==> config.mk <==
export PLATFORM = sky130hd
export DESIGN_NAME = three_channel_abs_moving_average_core
export DESIGN_NICKNAME = d
export VERILOG_FILES = /design/src/rtl/core/tcama_pkg.sv /design/src/rtl/core/tcama_ram.sv /design/src/rtl/core/tcama_div.sv /design/src/rtl/core/three_channel_abs_moving_average_core.sv
export VERILOG_INCLUDE_DIRS = /design/src /design/src/rtl/core
export SDC_FILE = /design/constraint.sdc
export NUM_CORES = 1
export LEC_CHECK = 0
export ABC_CLOCK_PERIOD_IN_PS = 5450
export BUFFER_PORTS_ARGS = -buffer_cell sky130_fd_sc_hd__buf_2
export CAP_MARGIN = 40
export CORE_ASPECT_RATIO = 1.2
export CORE_MARGIN = 4
export CORE_UTILIZATION = 65
export CTS_BUF_LIST = sky130_fd_sc_hd__clkbuf_4
export DETAILED_ROUTE_END_ITERATION = 7
export PLACE_DENSITY_LB_ADDON = 0.3
export SKIP_CTS_REPAIR_TIMING = 1
export SLEW_MARGIN = 30
export SYNTH_ARGS = -nofsm -noshare
export SYNTH_HDL_FRONTEND = slang
export SYNTH_SLANG_ARGS = --single-unit
==> constraint.sdc <==
create_clock -name clk -period 5.45 [get_ports clk]
set_clock_uncertainty 0.05 [all_clocks]
set_input_delay 0.2725 -clock clk [delete_from_list [all_inputs] [get_ports clk]]
set_output_delay 0.2725 -clock clk [all_outputs]
set_load 0.01 [all_outputs]
==> src/rtl/core/three_channel_abs_moving_average_core_defines.svh <==
// assertion macros shared by the moving average core files
`ifndef THREE_CHANNEL_ABS_MOVING_AVERAGE_CORE_DEFINES_SVH
`define THREE_CHANNEL_ABS_MOVING_AVERAGE_CORE_DEFINES_SVH

`ifndef SYNTH
// property must hold at every clock edge outside reset
`define ASSERT_HOLDS(lbl, clk, rst_n, prop) \
	lbl: assert property (@(posedge clk) disable iff (!rst_n) prop) \
		else $error("assertion failed");
// expression must never be true outside reset
`define ASSERT_NEVER(lbl, clk, rst_n, expr) \
	lbl: assert property (@(posedge clk) disable iff (!rst_n) !(expr)) \
		else $error("forbidden condition seen");
`else
`define ASSERT_HOLDS(lbl, clk, rst_n, prop)
`define ASSERT_NEVER(lbl, clk, rst_n, expr)
`endif

`endif

==> src/rtl/core/tcama_pkg.sv <==
// types, constants and helpers of the three-channel magnitude moving average
`timescale 1ns / 1ps
package tcama_pkg;

	localparam int SAMPLE_W = 16;
	localparam int MAG_W = 16;
	localparam int FRAC_W = 4;
	localparam int MEAN_W = 20;
	localparam int USED_W = 5;
	localparam int NCH = 3;
	// quotient bits resolved per divider cycle
	localparam int RADIX_BITS = 2;

	typedef logic [MAG_W-1:0] mag_t;
	typedef logic [MEAN_W-1:0] mean_t;

	typedef struct packed {
		logic busy;
		logic done;
	} div_status_t;

	// magnitude of a two's complement sample; the most negative code maps to 2^15
	function automatic mag_t magnitude(input logic signed [SAMPLE_W-1:0] s);
		mag_t m;
		if (s[SAMPLE_W-1]) begin
			m = mag_t'(~s) + mag_t'(1);
		end else begin
			m = mag_t'(s);
		end
		return m;
	endfunction

endpackage

==> src/rtl/core/tcama_ram.sv <==
// generic single write port ram with registered read
`timescale 1ns / 1ps
module tcama_ram #(
	parameter int WIDTH = 48,
	parameter int DEPTH = 20
) (
	input  logic                     clk,
	input  logic                     we,
	input  logic [$clog2(DEPTH)-1:0] waddr,
	input  logic [WIDTH-1:0]         wdata,
	input  logic                     re,
	input  logic [$clog2(DEPTH)-1:0] raddr,
	output logic [WIDTH-1:0]         rdata
);

	logic [WIDTH-1:0] mem_q [DEPTH];
	logic [WIDTH-1:0] rdata_q;

	always_ff @(posedge clk) begin
		if (we) begin
			mem_q[waddr] <= wdata;
		end
		if (re) begin
			rdata_q <= mem_q[raddr];
		end
	end

	assign rdata = rdata_q;

endmodule

==> src/rtl/core/tcama_div.sv <==
// iterative restoring divider, two quotient bits per cycle
`timescale 1ns / 1ps
`include "three_channel_abs_moving_average_core_defines.svh"
module tcama_div #(
	parameter int DIVISOR_W = 5
) (
	input  logic                          clk,
	input  logic                          arst_n,
	input  logic                          start,
	input  logic [DIVISOR_W-1:0]          rem_init,
	input  logic [tcama_pkg::MEAN_W-1:0]  dividend_lo,
	input  logic [DIVISOR_W-1:0]          divisor,
	output tcama_pkg::div_status_t        status,
	output logic [tcama_pkg::MEAN_W-1:0]  quotient
);
	import tcama_pkg::*;

	localparam int STEPS = MEAN_W / RADIX_BITS;
	localparam int CNT_W = $clog2(STEPS);
	localparam logic [CNT_W-1:0] CNT_LAST = CNT_W'(STEPS - 1);

	logic [DIVISOR_W-1:0] rem_q;
	logic [DIVISOR_W-1:0] divisor_q;
	logic [MEAN_W-1:0]    acc_q;
	logic [CNT_W-1:0]     cnt_q;
	logic                 busy_q;
	logic                 done_q;

	logic [DIVISOR_W-1:0] rem_nxt;
	logic [MEAN_W-1:0]    acc_nxt;

	// radix steps; remainder stays below divisor so the trial value fits one extra bit
	always_comb begin
		logic [DIVISOR_W:0]   t;
		logic [DIVISOR_W-1:0] r;
		logic [MEAN_W-1:0]    a;
		r = rem_q;
		a = acc_q;
		for (int i = 0; i < RADIX_BITS; i++) begin
			t = {r, a[MEAN_W-1]};
			a = {a[MEAN_W-2:0], 1'b0};
			if (t >= {1'b0, divisor_q}) begin
				t = t - {1'b0, divisor_q};
				a[0] = 1'b1;
			end
			r = t[DIVISOR_W-1:0];
		end
		rem_nxt = r;
		acc_nxt = a;
	end

	always_ff @(posedge clk or negedge arst_n) begin
		if (!arst_n) begin
			busy_q <= 1'b0;
			done_q <= 1'b0;
			cnt_q  <= '0;
		end else begin
			done_q <= 1'b0;
			if (start) begin
				busy_q <= 1'b1;
				cnt_q  <= '0;
			end else if (busy_q) begin
				cnt_q <= cnt_q + CNT_W'(1);
				if (cnt_q == CNT_LAST) begin
					busy_q <= 1'b0;
					done_q <= 1'b1;
				end
			end
		end
	end

	always_ff @(posedge clk) begin
		if (start) begin
			rem_q     <= rem_init;
			acc_q     <= dividend_lo;
			divisor_q <= divisor;
		end else if (busy_q) begin
			rem_q <= rem_nxt;
			acc_q <= acc_nxt;
		end
	end

	assign status.busy = busy_q;
	assign status.done = done_q;
	assign quotient    = acc_q;

	`ASSERT_NEVER(a_start_while_busy, clk, arst_n, start && busy_q)
	`ASSERT_HOLDS(a_done_after_busy, clk, arst_n, done_q |-> $past(busy_q))
	`ASSERT_HOLDS(a_rem_below_divisor, clk, arst_n, busy_q |-> (rem_q < divisor_q))

endmodule

==> src/rtl/core/three_channel_abs_moving_average_core.sv <==
// top level of the three-channel magnitude moving average with warm-up
//
// input channel: in_valid/in_ready carry one word of three signed 16-bit samples
//   (sample_ch1..3). output channel: out_valid/out_ready carry one word per input
//   word with the three mean magnitudes (mean_ch1..3, LSB units with 4 fraction
//   bits, truncated) and samples_used, the number of samples averaged
// each channel keeps a ring of the last WINDOW magnitudes in one shared ram and a
//   running sum; before the ring is full the mean divides by the words seen so far
// sequence from input accept to out_valid: a ram read state, then per channel a sum
//   update state and a pass through the shared radix-4 divider, then the output
//   register is loaded from the final state
// throughput: a new word is accepted only once the previous one is through, as the single
//   divider serves all three channels in turn; in_ready is high only while the sequencer is idle
// reset: arst_n clears the write index, fill count, sums and output valid; ring
//   contents are left as they are and are never used before being written
// stall: the result sits in the output register until taken; a new word may be
//   accepted meanwhile, and its result waits in the final state until the output
//   register frees up
`timescale 1ns / 1ps
`include "three_channel_abs_moving_average_core_defines.svh"
module three_channel_abs_moving_average_core #(
	parameter int WINDOW = 20
) (
	input  logic                                 clk,
	input  logic                                 arst_n,
	input  logic                                 in_valid,
	output logic                                 in_ready,
	input  logic signed [tcama_pkg::SAMPLE_W-1:0] sample_ch1,
	input  logic signed [tcama_pkg::SAMPLE_W-1:0] sample_ch2,
	input  logic signed [tcama_pkg::SAMPLE_W-1:0] sample_ch3,
	output logic                                 out_valid,
	input  logic                                 out_ready,
	output logic [tcama_pkg::MEAN_W-1:0]         mean_ch1,
	output logic [tcama_pkg::MEAN_W-1:0]         mean_ch2,
	output logic [tcama_pkg::MEAN_W-1:0]         mean_ch3,
	output logic [tcama_pkg::USED_W-1:0]         samples_used
);
	import tcama_pkg::*;

	localparam int IDX_W = $clog2(WINDOW);
	localparam int F_W = $clog2(WINDOW + 1);
	// largest sum is WINDOW * 2^15
	localparam int SUM_W = MAG_W + F_W;
	localparam int RAM_W = NCH * MAG_W;
	localparam logic [IDX_W-1:0] IDX_LAST = IDX_W'(WINDOW - 1);
	localparam logic [F_W-1:0] WIN_F = F_W'(WINDOW);
	localparam logic [1:0] CH_LAST = 2'(NCH - 1);

	// sequencer states
	localparam logic [2:0] S_IDLE = 3'd0;
	localparam logic [2:0] S_READ = 3'd1;
	localparam logic [2:0] S_SUM  = 3'd2;
	localparam logic [2:0] S_DIV  = 3'd3;
	localparam logic [2:0] S_DONE = 3'd4;

	logic [2:0]       state_q;
	logic [IDX_W-1:0] idx_q;
	logic [F_W-1:0]   fill_q;
	logic             full_q;
	logic [1:0]       ch_q;
	logic [SUM_W-1:0] sum_q [NCH];
	mag_t             mag_q [NCH];
	mean_t            res_q [NCH];
	logic             out_valid_q;
	mean_t            mean1_q, mean2_q, mean3_q;
	logic [USED_W-1:0] used_q;

	logic             in_acc;
	logic             out_load;
	logic [RAM_W-1:0] ram_wdata;
	logic [RAM_W-1:0] ram_rdata;
	mag_t             old_mag;
	mag_t             sub_mag;
	logic [SUM_W-1:0] new_sum;
	logic             div_start;
	div_status_t      div_stat;
	mean_t            div_quot;

	assign in_ready = (state_q == S_IDLE);
	assign in_acc   = in_valid && in_ready;
	assign out_load = (state_q == S_DONE) && (!out_valid_q || out_ready);

	assign ram_wdata = {mag_q[2], mag_q[1], mag_q[0]};

	// ring storage, one row holds all three channels
	tcama_ram #(
		.WIDTH(RAM_W),
		.DEPTH(WINDOW)
	) u_ring (
		.clk  (clk),
		.we   (state_q == S_READ),
		.waddr(idx_q),
		.wdata(ram_wdata),
		.re   (in_acc),
		.raddr(idx_q),
		.rdata(ram_rdata)
	);

	// shared adder: drop the overwritten entry once the ring is full, add the new one
	assign old_mag   = ram_rdata[ch_q*MAG_W +: MAG_W];
	assign sub_mag   = full_q ? old_mag : '0;
	assign new_sum   = sum_q[ch_q] - SUM_W'(sub_mag) + SUM_W'(mag_q[ch_q]);
	assign div_start = (state_q == S_SUM);

	// dividend is sum * 16; its bits above the quotient width start as the remainder
	tcama_div #(
		.DIVISOR_W(F_W)
	) u_div (
		.clk        (clk),
		.arst_n     (arst_n),
		.start      (div_start),
		.rem_init   (new_sum[SUM_W-1:MAG_W]),
		.dividend_lo({new_sum[MAG_W-1:0], {FRAC_W{1'b0}}}),
		.divisor    (fill_q),
		.status     (div_stat),
		.quotient   (div_quot)
	);

	// control
	always_ff @(posedge clk or negedge arst_n) begin
		if (!arst_n) begin
			state_q     <= S_IDLE;
			idx_q       <= '0;
			fill_q      <= '0;
			ch_q        <= '0;
			out_valid_q <= 1'b0;
			for (int c = 0; c < NCH; c++) begin
				sum_q[c] <= '0;
			end
		end else begin
			if (out_load) begin
				out_valid_q <= 1'b1;
			end else if (out_ready) begin
				out_valid_q <= 1'b0;
			end
			unique case (state_q)
				S_IDLE: begin
					if (in_acc) begin
						state_q <= S_READ;
					end
				end
				S_READ: begin
					idx_q  <= (idx_q == IDX_LAST) ? '0 : idx_q + IDX_W'(1);
					if (!full_q) begin
						fill_q <= fill_q + F_W'(1);
					end
					ch_q    <= '0;
					state_q <= S_SUM;
				end
				S_SUM: begin
					sum_q[ch_q] <= new_sum;
					state_q     <= S_DIV;
				end
				S_DIV: begin
					if (div_stat.done) begin
						if (ch_q == CH_LAST) begin
							state_q <= S_DONE;
						end else begin
							ch_q    <= ch_q + 2'd1;
							state_q <= S_SUM;
						end
					end
				end
				S_DONE: begin
					if (out_load) begin
						state_q <= S_IDLE;
					end
				end
				default: begin
					state_q <= S_IDLE;
				end
			endcase
		end
	end

	// word payload
	always_ff @(posedge clk) begin
		if (in_acc) begin
			mag_q[0] <= magnitude(sample_ch1);
			mag_q[1] <= magnitude(sample_ch2);
			mag_q[2] <= magnitude(sample_ch3);
			full_q   <= (fill_q == WIN_F);
		end
		if (state_q == S_DIV && div_stat.done) begin
			res_q[ch_q] <= div_quot;
		end
		if (out_load) begin
			mean1_q <= res_q[0];
			mean2_q <= res_q[1];
			mean3_q <= res_q[2];
			used_q  <= USED_W'(fill_q);
		end
	end

	assign out_valid    = out_valid_q;
	assign mean_ch1     = mean1_q;
	assign mean_ch2     = mean2_q;
	assign mean_ch3     = mean3_q;
	assign samples_used = used_q;

	`ASSERT_NEVER(a_fill_bound, clk, arst_n, fill_q > WIN_F)
	`ASSERT_HOLDS(a_warmup_index, clk, arst_n, (fill_q != WIN_F) |-> (idx_q == fill_q[IDX_W-1:0]))
	`ASSERT_HOLDS(a_accept_busy, clk, arst_n, in_acc |=> (!in_ready && state_q == S_READ))
	`ASSERT_NEVER(a_div_done_state, clk, arst_n, div_stat.done && state_q != S_DIV)

endmodule
**Yosys cells after proc, flatten, opt, wreduce, memory -nomap -nowiden**

Memory sizes are Yosys's and may differ from the RTL's. A register that Yosys moved wholly into a read port is not among the register bits.
Cells that the tools add are included.

- Reductions and logical operators: 13
- Bitwise logic cells: 5
- Equal/unequal tests: 12
- Magnitude comparators: 4
- $add $sub $neg: 11
- Shift-type cells: 1
- Mux-type cells: 46

Operators with widths:

| kind | count |
|---|---|
| two-way mux 16 bit | 7 |
| bitwise mux 63 bit | 1 |
| two-way mux 21 bit | 3 |
| adder 16 x 1 -> 16 bit (second input constant) | 3 |
| inverter 16 bit | 3 |
| variable part select 48 x 7 -> 16 bit | 1 |
| binary-select mux 21 bit (select 2 bit) | 1 |
| demux 21 bit (select 2 bit) | 1 |
| two-way mux 20 bit | 2 |
| two-way mux 5 bit | 5 |
| adder 21 x 16 -> 21 bit | 1 |
| subtractor 21 x 16 -> 21 bit | 1 |
| two-way mux 1 bit | 16 |
| one-hot mux 3 bit (5 select lines) | 1 |
| greater-or-equal comparator 6 x 5 -> 1 bit | 2 |
| two-way mux 3 bit | 4 |
| adder 5 x 1 -> 5 bit (second input constant) | 2 |
| == test 5 bit (second input constant) | 2 |
| subtractor 5 bit | 2 |
| two-way mux 4 bit | 2 |
| == test 3 x 2 -> 1 bit (second input constant) | 2 |
| AND reduction 3 bit | 2 |
| nonzero test 2 bit | 3 |
| adder 4 x 1 -> 4 bit (second input constant) | 1 |
| 18 further kinds | 24 |

- Output and inout bits: 67
- Memories: 3
- Bits in registers: 121
- Input bits: 52
- Memory bits (writable): 1068

Memories:

| name | words | bits a word | rd ports | clocked after memory_dff | wr ports | line | text |
|---|---|---|---|---|---|---|---|
| u_ring.mem_q | 20 | 48 | 1 | 1 | 1 | tcama_ram.sv:16 | `logic [WIDTH-1:0] mem_q [DEPTH];` |
| res_q | 3 | 20 | 3 | 3 | 1 | three_channel_abs_moving_average_core.sv:63 | `mean_t res_q [NCH];` |
| mag_q | 3 | 16 | 4 | 0 | 3 | three_channel_abs_moving_average_core.sv:62 | `mag_t mag_q [NCH];` |

**Depth between registers and ports, before layout**

Gate-level depths: netlist of run 1.

- Depth in word-level cells: 7
- Mapped depth: 17
- Depth with buffers taken out: 15

**Cells and area by module**

A second synthesis of run 1 with hierarchy kept.

- Cells, all modules: 3244
- Area total of the unflattened synthesis: 52701.8 µm²

By module, submodules not included:

| module | cells each | area each (µm²) | instances |
|---|---|---|---|
| tcama_ram | 2021 | 38358.0 | 1 |
| three_channel_abs_moving_average_core | 1050 | 12233.0 | 1 |
| tcama_div | 173 | 2110.8 | 1 |

**Worst setup path before layout of run 1**

No wires, ideal clock.

- Kind: flip-flop to flip-flop
- From: register ch_q[0]
- To: register u_div.rem_q[2], data pin
- Arrival: 4.040 ns
- Path slack: 1.091 ns
- Stages on the path, launching flop included: 16
- Buffers on the path: 4
- Period minus slack after synthesis: 4.359 ns
- Data required time: 5.132 ns
- Cells stage by stage: dfrtp_1 clkbuf_1 nor2b_1 clkbuf_1 buf_1 buf_1 a21oi_1 fa_1 inv_1 ha_1 nand2_2 or3_4 a2111oi_4 mux2i_1 or4_1 o211ai_1

- Longest elaborated chain between the ends: 7
- Elaborated cells between the ends (all ways): 10
- Those cells by class: add/sub (2); shift (1); mux (5); bitwise (1); memory (1)

RTL lines:

| element | line | text |
|---|---|---|
| start: declaration | three_channel_abs_moving_average_core.sv:60 | `logic [1:0] ch_q;` |
| start signal: assignment | three_channel_abs_moving_average_core.sv:159 | `ch_q <= ch_q + 2'd1;` |
| parallel branches: the longest is 5 deep, another holds subtractor 21 x 16 -> 21 bit | - |  |
| adder 21 x 16 -> 21 bit (*) | three_channel_abs_moving_average_core.sv:102 | `assign new_sum = sum_q[ch_q] - SUM_W'(sub_mag) + SUM_W'(mag_q[ch_q]);` |
| two-way mux 5 bit (*) | tcama_div.sv:73 | `if (start) begin` |
| end signal: assignment | tcama_div.sv:74 | `rem_q <= rem_init;` |
| end signal: assignment | tcama_div.sv:78 | `rem_q <= rem_nxt;` |
| end: declaration | tcama_div.sv:22 | `logic [DIVISOR_W-1:0] rem_q;` |

Mark *: on every way between the ends. The select of a mux whose other input is x is not followed.
A chain may end at the register's enable or synchronous reset.

==> metrics.yaml, run 1 <==
floorplan:
  fp.dieW_um: 265
  dieArea_um2: 84000
  rows: 112
  coreArea_um2: 78300
  initial_core_util: 0.659
  pin_count: 119
  die_h_um: 317
timing:
  setup_viol: 0
  fin_tns_setup_ns: 0
  slew_viol_final: 0
  finalHoldViolCount: 0
  fin_crit_ns: 4.58
  worst_slew_pin_slew_ns: 0.905
  grt_setup_unrepaired: "false"
  clock.fmax_ghz: 0.218
  maxSlewHeadroom: 0.397
  period_share: 0.841
worst_setup_path:
  reg2reg_slack_ns: 0.87
  arrival_ns: 5.40
  path_cells: "mux2i_1, nor2_1, a21oi_1, fa_1, inv_1, fa_1, a21o_1, a221oi_2, a2111oi_4, mux2i_1, or4_1, o211ai_1"
  crit_type: "flip-flop to flip-flop"
  slowest_delay_ns: 0.85
  crit_family: "compound AO/OA/AOI/OAI gates"
  crit_required_ns: 6.27
  worst_path_max_delay_cell: "edfxtp_1"
  cp-start-kind: "flip-flop"
  crit_buf_inv: 1
  cp-end-kind: "flip-flop"
  cp_max_fo: 21
grt:
  grt_pass1_vias: 28933
  grt_pass1_wl_um: 181000
  grt_usage: 0.294
  antenna_found_initial: 6
  grt_max_degree: 80
  grt_overflow: 0
synthesis:
  ys_seq_area_frac: 0.745
  synth_top_family_by_area: "multiplexers"
  syn_avg_cell_area_um2: 18.9
  synthArstFlopShare: 0.0655
  ys_warn_count: 0
  ys_types: 68
  synth-xor-area-share: 0.0114
  synth-main-ff-cell: "edfxtp_1"
  synth-simple-area-share: 0.0363
  synthesis.instances: 2730
  synth_edf_count: 1208
  synth_area_um2: 51600
  synth_nets: 2845
  synth-compound-area-share: 0.0435
  synthAdderAreaFrac: 0.0179
  muxShareOfSynthArea: 0.130
  ys_seq_elements: 1297
power_and_ir_drop:
  clock_power_share: 0.281
  ir_drop_mv: 0.352
  leakage_uw: 0.0198
  p_sw_uw: 8600
  comb_power_share: 0.289
  switching_share: 0.317
  internal_power_uw: 18500
  power_density_nw_per_um2: 458
  pwr-share-seq: 0.430
run:
  maxCapViolCount: 0
drt:
  detail-route-antenna-nets: 0
  wl_per_cell_um: 28.5
  drc: 0
  drt-total-wl_um: 127000
  drt_first_iter_violations: 3671
  firstDrtPassIters: 5
  routed-via-count: 29231
  via_per_inst: 6.55
placement:
  gp_congestion: 0.912
  dp_hpwl_um: 71300
  numPortBuffers: 118
clock_network:
  cts_tree: "built"
  clock_path_buffers: 4
  cts-htree-levels: 5
  cts_buffers: 311
  clk_pin_slew_worst_paths_ns: 0.06
  clk_latency_ns: 1.15
  numClockSinks: 1297
  clockRootBuffer: "clkbuf_4"
final_layout:
  nFillCells: 4238
  syn2layout_area_growth_pct: 14.7
  drive_above_1_share: 0.286
  layout_commonest_cell: "edfxtp_1"
  final_cell_mix: "edfxtp_1, clkbuf_4, mux4_2"
  post-route-util: 0.756
  nets: 3339
outcome:
  status: "completed"
worst_hold_path:
  hp-class: "primary input to flip-flop"
[worst min-delay path, stage by stage]
cell and delay [ns]:
dlygate4sd3_1 0.52, buf_2 0.11, nor2_1 0.04, nor2_1 0.07
a21oi_1 0.04, nor2_1 0.08
[through the flow]
stage / area [µm²] / std cells / hold slack [ns] / setup slack [ns] / total power [µW]
after detailed placement: 54000 / 3804 / 0.237 / 0.896 / 19500
after CTS: 57800 / 4328 / -1.04 / 0.926 / 27100
after global routing: 59200 / 4465 / -0.0117 / 0.555 / 28600
after floorplan: 51600 / 2730 / -0.0731 / 1.09 / 17400
final: 59200 / 4466 / 0.0386 / 0.867 / 27100
after global placement: 53600 / 3788 / 0.223 / 0.903 / 19300
[power groups by stage]
stage                     sequential [µW]  combinational [µW]  clock, µW
after CTS                           11600                7700       7730
final                               11700                7850       7620
after global routing                11700                8520       8350
after detailed placement            11900                7640          0
after global placement              11800                7500          0
after floorplan                     11600                5740          0
[final cells by class]
type                            count  area [µm²]  area share
Tap cell                         1026        1280      0.0217
Sequential cell                  1297       38500       0.650
Clock buffer                      442        3320      0.0560
Timing Repair Buffer              322        2890      0.0487
Antenna cell                        5        12.5    0.000211
Inverter                           55         206     0.00349
Clock inverter                     82         453     0.00765
Multi-Input combinational cell   1237       12500       0.212
[logic make-up (layout without fill, tap and decap cells)]
logic type,after synthesis,in the layout
other,0,5
DFF,1297,1297
and+or+nand+nor,401,401
xor gates and xnor gates,67,67
adders and majority gates,63,63
buffers and inverters,196,901
AOI/OAI and AO/OA,340,340
muxes,366,366
[cell usage after synthesis, types with 2 or more instances]
library cell	n	area, µm²
a211oi_1	5	37.5
a21boi_0	3	22.5
a21o_1	6	45.0
a21oi_1	52	260
a221o_1	25	250
a22oi_1	24	180
a31oi_1	7	43.8
a32oi_1	23	201
and2_1	20	125
and3_1	6	37.5
and4_1	3	26.3
buf_1	16	60.1
buf_2	23	115
buf_4	6	45.0
clkbuf_1	94	353
dfrtp_1	85	2130
dfxtp_1	4	80.1
edfxtp_1	1208	36300
fa_1	18	360
ha_1	45	563
inv_1	54	203
mux2_2	36	405
mux2i_1	90	901
mux4_2	240	5410
nand2_1	166	623
nand2b_1	11	68.8
nand3_1	30	150
nand4_1	6	37.5
nor2_1	76	285
nor2b_1	12	75.1
nor3_1	35	175
nor4b_1	4	35.0
o2111ai_1	4	35.0
o211ai_1	29	218
o21ai_0	128	641
o21bai_1	2	15.0
o31ai_1	10	75.1
o41ai_1	7	61.3
or2_2	5	31.3
or3_1	4	25.0
or4_1	16	120
xnor2_1	58	508
xor2_1	9	78.8
[path summary, 6_finish.rpt]
check	startpoint	to	cells after the start
setup reg to reg	mag_q[1][1]	u_div.rem_q[2]	12
hold reg to reg	res_q[2][17]	mean_ch3[17]	0
max in group asynchronous	arst_n	idx_q[1]	4
setup / recovery	mag_q[1][1]	u_div.rem_q[2]	12
hold / removal	in_valid	state_q[0]	6
min in group asynchronous	arst_n	sum_q[15]	4
[per-layer routing]
metal  routed length, µm  vias to the layer above  GRT usage
met4                3680                        4      0.101
met2               64300                     2004      0.484
li1                    -                    12175          -
met3               13900                      271     0.0713
met1               45100                    14777      0.396
met5                  25                        -          0
[flip-flops by register name, summed over array words and instances, names as in the netlist, 2 cells and up]
register,cells
u_div.quotient,20
state_q,3
u_ring.rdata,48
idx_q,5
samples_used,5
mean_ch2,20
u_ring.mem_q,960
mean_ch1,20
ch_q,2
fill_q,5
mag_q,48
u_div.rem_q,5
res_q,60
u_div.cnt_q,4
sum_q,63
u_div.divisor_q,5
mean_ch3,20
(Power assumes the default switching activity.)
==> run 2, diff against run 1 <==
- ABC_CLOCK_PERIOD_IN_PS: 5450 -> 4400
- clock period: 5.45 -> 4.4 ns (I/O delays scaled with it)
==> metrics.yaml, run 2 (synthesized netlist as in run 1, its figures left out) <==
power_and_ir_drop:
  leakage_uw: 0.0201
  power_density_nw_per_um2: 571
  ir_drop_mv: 0.362
timing:
  clock.fmax_ghz: 0.239
  grt_setup_unrepaired: "false"
  fin_tns_setup_ns: 0
  fin_crit_ns: 4.18
  slew_viol_final: 0
  setup_viol: 0
  hold_ws_ns: 0.0213
  worst_slew_pin_slew_ns: 0.884
  finalHoldViolCount: 0
  period_share: 0.951
  maxSlewHeadroom: 0.406
worst_setup_path:
  cp-end-kind: "flip-flop"
  crit_type: "flip-flop to flip-flop"
  path_cells: "buf_4, mux2i_1, o21ai_0, and2_1, fa_1, inv_1, ha_1, o211ai_1, or3_4, a2111oi_4, mux2i_1, buf_4, or4_1, nand3_1"
  r2r_cells: 14
  cp-start-kind: "flip-flop"
  worst_path_max_delay_cell: "dfrtp_4"
  crit_required_ns: 5.41
  arrival_ns: 5.20
  cp.depth: 14
  cp_max_fo: 15
  crit_buf_inv: 3
  slowest_delay_ns: 0.59
  crit_family: "simple AND/OR/NAND/NOR gates"
placement:
  dp.cells: 3862
  gp_congestion: 0.936
  dp_hpwl_um: 73000
  numPortBuffers: 118
final_layout:
  layout_commonest_cell: "edfxtp_1"
  regMostFlops: "u_ring.mem_q"
  drive_above_1_share: 0.299
  nets: 3409
  post-route-util: 0.762
  final_cell_mix: "edfxtp_1, clkbuf_4, mux4_2"
  top_regs: "u_ring.mem_q: 960 flops, sum_q: 63 flops, res_q: 60 flops"
  fin_cells: 4548
  largest_register_ff_count: 960
  syn2layout_area_growth_pct: 15.6
grt:
  grt_pass1_vias: 29357
  antenna_found_initial: 7
  grt_usage: 0.303
  grt_pass1_wl_um: 185000
  grt_overflow: 0
  grt_max_degree: 78
floorplan:
  pin_count: 119
  die_h_um: 317
  rows: 112
  coreArea_um2: 78300
  dieArea_um2: 84000
  fp.dieW_um: 265
  initial_core_util: 0.659
drt:
  drc: 0
  wl_per_cell_um: 28.7
  firstDrtPassIters: 5
  detail-route-antenna-nets: 0
  via_per_inst: 6.53
  routed-via-count: 29695
  drt-total-wl_um: 131000
  drt_first_iter_violations: 3613
run:
  maxCapViolCount: 0
clock_network:
  clockRootBuffer: "clkbuf_4"
  cts_tree: "built"
  numClockSinks: 1297
  clk_latency_ns: 1.17
  clock_path_buffers: 4
  cts_buffers: 319
  cts-htree-levels: 5
  clk_pin_slew_worst_paths_ns: 0.07
worst_hold_path:
  hold_depth: 6
  hp-class: "primary input to flip-flop"
outcome:
  status: "completed"
## run 2: through the flow
| stage | power [µW] | instance area [µm²] | setup slack (ns) |
|---|---|---|---|
| 6_report | 34100 | 59700 | 0.217 |
| 5_1_grt | 35900 | 59700 | 0.0222 |
| 4_1_cts | 34000 | 58300 | 0.0839 |
| 3_5_place_dp | 24500 | 54500 | 0.164 |
| 3_3_place_gp | 24300 | 54400 | 0.184 |
| 2_1_floorplan | 21500 | 51600 | 0.0413 |
## run 2: per-layer routing
| metal | share of wire | GRT usage | up-vias |
|---|---|---|---|
| li1 | - | - | 12335 |
| met1 | 0.35 | 0.400 | 14925 |
| met2 | 0.50 | 0.486 | 2083 |
| met3 | 0.11 | 0.0913 | 344 |
| met4 | 0.036 | 0.118 | 8 |
| met5 | 0.00088 | 0.00805 | - |
## run 2: final cells by class
cell class	count	area, µm²
Antenna cell	7	17.5
Multi-Input combinational cell	1237	12600
Tap cell	1026	1280
Inverter	55	206
Clock inverter	89	427
Timing Repair Buffer	384	3320
Fill cell	4217	18600
Clock buffer	453	3400
Sequential cell	1297	38500
## run 2: power breakdown
part | internal [µW] | switching, µW
Combinational | 4380 | 5740
Sequential | 14000 | 498
Clock | 4900 | 4570
## run 2: final timing paths
check | startpoint | end | slack [ns]
max in group asynchronous | arst_n | sum_q[46] | 3.20
worst min-delay path | in_valid | state_q[0] | 0.02
worst max-delay path | ch_q[1] | sum_q[60] | 0.22
worst max register to register | ch_q[1] | sum_q[60] | 0.22
min in group asynchronous | arst_n | sum_q[53] | 0.12
worst min register to register | res_q[1][13] | mean_ch2[13] | 0.32
## run 2: worst min-delay path: stages
cell and delay, ns:
dlygate4sd3_1 0.52, buf_2 0.13, nor2_1 0.05, nor2_1 0.08, a21oi_1 0.05, nor2_1 0.09
